--- src/rtl/bti_pkg.sv ---
// Shared types and constants for the breakpoint table interpolator.
// Depends on nothing; every other file imports it.
package bti_pkg;

	localparam int MAX_ROWS = 32;
	localparam int MAX_COLS = 8;
	localparam int ROW_W = $clog2(MAX_ROWS);
	localparam int COL_W = $clog2(MAX_COLS);
	localparam int ADDR_W = ROW_W + COL_W;
	localparam int DEPTH = MAX_ROWS * MAX_COLS;

	localparam logic [1:0] CMD_WRITE = 2'd0;
	localparam logic [1:0] CMD_LOOK1 = 2'd1;
	localparam logic [1:0] CMD_LOOK2 = 2'd2;

	localparam logic [1:0] ST_OK = 2'd0;
	localparam logic [1:0] ST_DEGEN = 2'd1;
	localparam logic [1:0] ST_SAT = 2'd2;
	localparam logic [1:0] ST_WRITE = 2'd3;

	localparam logic REG_ROWS = 1'b0;
	localparam logic REG_COLS = 1'b1;

	// Request to and answer from the shared interpolation step unit
	typedef struct packed {
		logic signed [32:0] num;
		logic signed [32:0] den;
		logic signed [32:0] dv;
		logic signed [31:0] v0;
	} lerp_req_t;

	typedef struct packed {
		logic signed [31:0] value;
		logic degen;
		logic sat;
	} lerp_rsp_t;

endpackage

--- src/rtl/bti_lerp.sv ---
// Multi-cycle linear step: v0 + trunc(num*dv/den), saturated to 32 bits.
// Uses bti_pkg; one 32x32 product, then a restoring divider one bit per cycle.
module bti_lerp import bti_pkg::*; (
	input  logic      clk,
	input  logic      arst_n,
	input  logic      go,
	input  lerp_req_t req,
	output logic      done,
	output lerp_rsp_t rsp
);

	typedef enum logic [1:0] {L_IDLE, L_MUL, L_DIV, L_FIN} lstate_t;

	lstate_t          st_q;
	logic [6:0]       cnt_q;
	logic [63:0]      prod_q;
	logic [63:0]      quo_q;
	logic [32:0]      rem_q;
	logic [32:0]      ud_q;
	logic [31:0]      un_q;
	logic [31:0]      uv_q;
	logic             neg_q;
	logic signed [31:0] v0_q;

	logic [33:0]      rem_sh;
	logic [33:0]      rem_sub;
	logic [33:0]      qsat;
	logic signed [35:0] sum;

	always_comb begin
		rem_sh = {rem_q, prod_q[63]};
		rem_sub = rem_sh - {1'b0, ud_q};
		qsat = (quo_q > 64'h2_0000_0000) ? 34'h2_0000_0000 : quo_q[33:0];
		sum = {{4{v0_q[31]}}, v0_q} + (neg_q ? -$signed({2'b00, qsat}) : $signed({2'b00, qsat}));
	end

	// Sequence magnitudes, product, long division and saturation
	always_ff @(posedge clk or negedge arst_n) begin
		if (!arst_n) begin
			st_q <= L_IDLE;
			done <= 1'b0;
		end else begin
			done <= 1'b0;
			case (st_q)
				L_IDLE: begin
					if (go) begin
						neg_q <= (req.num[32] ^ req.dv[32]) ^ req.den[32];
						un_q <= req.num[32] ? 32'(-req.num) : 32'(req.num);
						uv_q <= req.dv[32] ? 32'(-req.dv) : 32'(req.dv);
						ud_q <= req.den[32] ? 33'(-req.den) : 33'(req.den);
						v0_q <= req.v0;
						rsp.degen <= (req.den == '0);
						st_q <= L_MUL;
					end
				end
				L_MUL: begin
					prod_q <= 64'(un_q) * 64'(uv_q);
					rem_q <= '0;
					quo_q <= '0;
					cnt_q <= 7'd0;
					st_q <= rsp.degen ? L_FIN : L_DIV;
				end
				L_DIV: begin
					if (!rem_sub[33]) begin
						rem_q <= rem_sub[32:0];
						quo_q <= {quo_q[62:0], 1'b1};
					end else begin
						rem_q <= rem_sh[32:0];
						quo_q <= {quo_q[62:0], 1'b0};
					end
					prod_q <= {prod_q[62:0], 1'b0};
					cnt_q <= cnt_q + 7'd1;
					if (cnt_q == 7'd63) st_q <= L_FIN;
				end
				L_FIN: begin
					rsp.sat <= 1'b0;
					if (rsp.degen) begin
						rsp.value <= '0;
					end else if (sum > 36'sd2147483647) begin
						rsp.value <= 32'h7FFF_FFFF;
						rsp.sat <= 1'b1;
					end else if (sum < -36'sd2147483648) begin
						rsp.value <= 32'h8000_0000;
						rsp.sat <= 1'b1;
					end else begin
						rsp.value <= sum[31:0];
					end
					done <= 1'b1;
					st_q <= L_IDLE;
				end
				default: st_q <= L_IDLE;
			endcase
		end
	end

`ifndef NO_ASSERTIONS
	a_done_pulse: assert property (@(posedge clk) disable iff (!arst_n)
		done |=> !done) else $error("lerp done held");
	a_go_idle: assert property (@(posedge clk) disable iff (!arst_n)
		go |-> st_q == L_IDLE) else $error("lerp started while busy");
	a_sat_value: assert property (@(posedge clk) disable iff (!arst_n)
		(done && rsp.sat) |-> (rsp.value == 32'h7FFF_FFFF || rsp.value == 32'h8000_0000))
		else $error("saturation flag without saturated value");
`endif

endmodule

--- config.mk ---
export PLATFORM = sky130hd
export DESIGN_NAME = bti_lerp
export DESIGN_NICKNAME = d
export VERILOG_FILES = /design/src/rtl/bti_pkg.sv /design/src/rtl/bti_lerp.sv
export SDC_FILE = /design/constraint.sdc
export NUM_CORES = 2
export LEC_CHECK = 0
export BUFFER_PORTS_ARGS = -buffer_cell sky130_fd_sc_hd__buf_2
export CAP_MARGIN = 20
export CORE_ASPECT_RATIO = 0.9
export CORE_MARGIN = 2
export CORE_UTILIZATION = 30
export DETAILED_ROUTE_END_ITERATION = 16
export GPL_TIMING_DRIVEN = 0
export PLACE_DENSITY = 0.54
export SLEW_MARGIN = 20
export SYNTH_ARGS = -nofsm -noshare
export SYNTH_HDL_FRONTEND = slang
export SYNTH_SLANG_ARGS = --single-unit
--- constraint.sdc ---
create_clock -name clk -period 12.9 [get_ports clk]
set_clock_uncertainty 0.1 [all_clocks]
set_input_delay 0.645 -clock clk [delete_from_list [all_inputs] [get_ports clk]]
set_output_delay 0.645 -clock clk [all_outputs]
set_load 0.1 [all_outputs]
## After elaboration in Yosys (flattened, before gate mapping)

Cells that the tools add are included.

- Divide/modulo/power cells: 0
- Bitwise operators: 2
- Reduce and logical (&&, ||, !) cells: 8
- Shift-type cells: 0
- $lt $le $gt $ge: 3
- Equality and inequality tests: 6
- $mul: 1
- Add/sub/neg operators: 7
- Mux-type cells: 20

Operators by type and width:

| cell | count |
|---|---|
| 64-bit one-hot mux with 2 select lines | 2 |
| 32-bit 2-to-1 mux | 4 |
| 33-bit one-hot mux with 2 select lines | 1 |
| 64-bit by 34-bit greater-than comparator with 1-bit output (second input constant) | 1 |
| 32-bit by 32-bit multiplier with 64-bit output | 1 |
| 32-bit negation | 2 |
| 36-bit adder | 1 |
| 36-bit by 32-bit greater-than comparator with 1-bit output (second input constant) | 1 |
| 36-bit by 32-bit < comparator with 1-bit output (second input constant) | 1 |
| 36-bit 2-to-1 mux | 1 |
| 34-bit negation with 36-bit output | 1 |
| 34-bit 2-to-1 mux | 1 |
| 34-bit by 33-bit subtractor with 34-bit output | 1 |
| 33-bit zero test | 1 |
| 33-bit 2-to-1 mux | 1 |
| 33-bit negation | 1 |
| 31-bit 2-to-1 mux | 1 |
| 7-bit one-hot mux with 2 select lines | 1 |
| 2-bit one-hot mux with 4 select lines | 1 |
| 7-bit by 1-bit adder with 7-bit output (second input constant) | 1 |
| 7-bit by 6-bit == test with 1-bit output (second input constant) | 1 |
| 2-bit AND reduction | 3 |
| 1-bit 2-to-1 mux | 5 |
| 2-bit == test (second input constant) | 2 |
| 8 further kinds | 11 |

- Output and inout port bits: 35
- Latch bits: 0
- Bits in read-only memories: 0
- Memory bits (writable): 0
- Register bits after elaboration: 335
- Memories kept: 0
- Input bits: 134
- Word-level logic and storage cells: 63

## Logic depth before layout (Yosys ltp)

- Depth after elaboration: 8
- Depth in mapped cells: 30
- Mapped depth without buffers: 28

## Worst setup path after synthesis

Ideal clock, no wire load.

- Path type: register to register
- Start: reg uv_q[5]
- End: reg prod_q[55], data pin
- Setup time: 0.169 ns
- Data required time: 12.631 ns
- Data arrival time: 7.503 ns
- Path buffers: 2
- Period minus slack after synthesis: 7.772 ns
- Stages on the path, launching flop included: 30
- Slack: 5.128 ns
- Cell sequence: edfxtp_1 > clkbuf_1 > nand2_1 > fa_1 > inv_1 > fa_1 > inv_1 > fa_1 > inv_1 > fa_1 > fa_1 > inv_1 > fa_1 > inv_1 > fa_1 > inv_1 > fa_1 > inv_1 > ha_1 > clkbuf_1 > a21oi_1 > o21ai_0 > a21oi_1 > nor4b_1 > a211oi_1 > o21bai_1 > a31o_2 > a2111o_1 > and3_1 > o31ai_1

- Cells in the longest elaborated chain, start to end: 2

RTL lines:

| item | RTL line | text |
|---|---|---|
| start, declared | bti_lerp.sv:21 | `logic [31:0] uv_q;` |
| start signal, assigned | bti_lerp.sv:49 | `uv_q <= req.dv[32] ? 32'(-req.dv) : 32'(req.dv);` |
| 32-bit by 32-bit multiplier with 64-bit output | bti_lerp.sv:57 | `prod_q <= 64'(un_q) * 64'(uv_q);` |
| 64-bit one-hot mux with 2 select lines | bti_lerp.sv:44 | `case (st_q)` |
| end signal, assigned | bti_lerp.sv:57 |  |
| end signal, assigned | bti_lerp.sv:71 | `prod_q <= {prod_q[62:0], 1'b0};` |
| end, declared | bti_lerp.sv:16 | `logic [63:0] prod_q;` |

No other way between the ends.
A chain may end at the register's enable or synchronous reset.

## Worst setup path after layout

- Start: reg un_q[15]
- End: reg prod_q[62], data pin

- Cells in the longest elaborated chain, start to end: 2

RTL lines:

| item | RTL line | text |
|---|---|---|
| start, declared | bti_lerp.sv:20 | `logic [31:0] un_q;` |
| start signal, assigned | bti_lerp.sv:48 | `un_q <= req.num[32] ? 32'(-req.num) : 32'(req.num);` |
| 32-bit by 32-bit multiplier with 64-bit output | bti_lerp.sv:57 |  |
| 64-bit one-hot mux with 2 select lines | bti_lerp.sv:44 |  |

No other way between the ends.

==> impl_metrics.json <==
{
  "status": "finished, final reports clean",
  "worstSetupPathType": "reg -> reg",
  "muxShareOfSynthArea_pct": 0.273,
  "synth_top_family_by_area": "adder cells",
  "cp_slowest_cell": "o21ai_0",
  "register_area_um2": 10000,
  "cp_slowest_stage_delay_ns": 0.95,
  "clk_pin_slew_ns": 0.06,
  "async_reset_ff_share_pct": 0.896,
  "dr_total_vias": 39800,
  "drv_cap": 0,
  "grt_max_degree": 54,
  "antenna_left": 0,
  "synth-compound-area-share_pct": 7.77,
  "cts_sinks": 335,
  "hp-class": "in -> reg",
  "ctsResizeCount": 0,
  "ys_top_cells_by_count": "1093 x inv_1, 1018 x nand2_1, 898 x fa_1",
  "cts_buffer_depth": 3,
  "nFillCells": 17788,
  "track_usage_pct": 21.0,
  "gp_congestion": 1.02,
  "synth_xor_area_share_pct": 3.71,
  "avgSynthCellArea_um2": 9.30,
  "max_slew_margin_pct": 20.3,
  "worstSetupEndpointType": "flip-flop",
  "multi_input_area_um2": 36100,
  "ys_warn_count": 0,
  "row_count": 143,
  "synth_nets": 6886,
  "synth_ff_type": "edfxtp_1",
  "synthAdderAreaFrac_pct": 43.5,
  "rsz0062_at_grt": "false",
  "arrival_ns": 10.75,
  "synthTopCellsByArea": "fa_1 35%, edfxtp_1 19%, ha_1 8.4%",
  "fin_setup_tns_ns": 0,
  "grt_pass1_vias": 40109,
  "grt_overflow": 0,
  "finalCritPeriodShare_pct": 81.5,
  "critPathMaxFanout": 10,
  "synth_top_area_share_pct": 35.1,
  "setup_viol": 0,
  "die_x_um": 440,
  "drv_slew": 0,
  "wl_per_cell_um": 22.5,
  "initial_core_util_pct": 30.3,
  "synth_edf_count": 332,
  "antenna_found_initial": 30,
  "dieArea_um2": 174000,
  "cts_buffers": 41,
  "worstPathRequired_ns": 13.14,
  "final_layout_size_suffix_gt1_share_pct": 5.07,
  "synthDistinctLibCells": 77,
  "drtPass1Iterations": 8,
  "cts_tree": "yes",
  "io_pins": 169,
  "startpoint_type": "flip-flop",
  "die_h_um": 396,
  "synthCells": 5511,
  "tightest_slew_ns": 1.20,
  "timing.fmax_mhz": 95.1,
  "drt_wl_total_um": 181000,
  "drc": 0,
  "syn_area_um2": 51300,
  "worstSkewPairLatency_ns": 0.63,
  "synth-simple-area-share_pct": 15.2,
  "clock-root-buffer": "clkbuf_16",
  "grt_first_pass_wirelength_um": 270000,
  "area_delta_synth_final_pct": 10.5,
  "avgViaCountPerCell": 4.95,
  "ys_seq_area_share_pct": 19.6,
  "first_iter_violations": 3640,
  "io_buffers": 168,
  "yosysMostFrequentCell": "inv_1",
  "synth_top_cell_by_area": "fa_1",
  "placeableCoreArea_um2": 169000,
  "htreeDepth": 2,
  "final_nets": 7105,
  "place_hpwl_um": 151000,
  "ys_ff_latch": 335,
  "hold_viol": 0,
  "min_period_ns": 10.51
}
==> state kept, by name, indices dropped and copies added, names as in the netlist, 2 cells and up <==
| name | flops |
|---|---|
| cnt_q | 7 |
| prod_q | 64 |
| quo_q | 64 |
| rem_q | 33 |
| rsp | 34 |
| st_q | 2 |
| ud_q | 33 |
| un_q | 32 |
| uv_q | 32 |
| v0_q | 32 |
==> layout by cell type, fill, tap and decap left out, types with 153 or more instances in the layout <==
| cell type | n |
|---|---|
| nand2_1 | 1018 |
| fa_1 | 898 |
| xnor2_1 | 153 |
| edfxtp_1 | 332 |
| inv_1 | 1093 |
| o21ai_0 | 211 |
| clkbuf_1 | 260 |
| buf_2 | 170 |
| and2_1 | 278 |
| ha_1 | 343 |
==> layout make-up <==
class / instances / share of cell area (%)
diodes: 25 / 0.110
flip-flops and latches: 335 / 17.7
inverters: 1094 / 7.25
plain buffers: 263 / 1.77
clock buffers: 52 / 1.97
well taps: 2247 / 4.96
multi-input cells: 3819 / 63.8
repair buffers: 176 / 1.79
clock inverters: 23 / 0.638
==> worst max-delay path, delay by kind of cell, from the launching register on <==
kind                       cells  cell delay [ns]
adders and majority gates      9             4.42
AOI/OAI and AO/OA              7             3.14
buffers and inverters          8             1.13
DFF                            1             0.73
and+or+nand+nor                3             0.42
muxes                          1             0.26
==> layer usage <==
layer  vias up  share of wire, %  track usage [%]
li1      17645                 -                -
met1     20315                44             29.7
met2      1554                44             32.0
met3       286               7.5             3.06
met4         0               4.3             8.45
met5         -                 0                0
==> stage by stage <==
stage	hold WS [ns]	area (µm²)	std cells	util, %	worst slack, ns
floorplan	0.249	51300	5511	-	5.13
CTS	0.0561	56600	8008	33.4	2.52
global placement	0.370	54900	7926	32.4	2.22
global route	0.0672	56600	8021	33.4	2.14
detailed placement	0.381	55100	7932	32.5	2.54
finish	0.0869	56600	8034	33.5	2.39
==> worst paths after layout <==
check | depth (start not counted) | from | slack [ns] | to
max | 28 | un_q[15] | 2.39 | prod_q[62]
min reg2reg | 2 | prod_q[8] | 0.39 | prod_q[9]
max in group asynchronous | 2 | arst_n | 12.25 | st_q[1]
min | 1 | req[26] | 0.09 | v0_q[26]
min in group asynchronous | 2 | arst_n | 0.28 | done
max reg2reg | 28 | un_q[15] | 2.39 | prod_q[62]
==> timing repair <==
item / 4_1_cts / 5_1_grt
setup buffers: 0 / 0
endpoints found under the hold margin: 3 / 0
hold buffers: 1 / 0
==> kinds of logic after synthesis <==
group | Yosys count
adder cells (fa/ha/maj) | 1241
buffers and inverters | 1357
XOR/XNOR | 216
flip-flops | 335
AO/OA/AOI/OAI | 635
AND/OR/NAND/NOR | 1714
multiplexers | 13
Power is not shown: default switching activity piles up to over one toggle a cycle in this logic, so the estimate is an artifact.
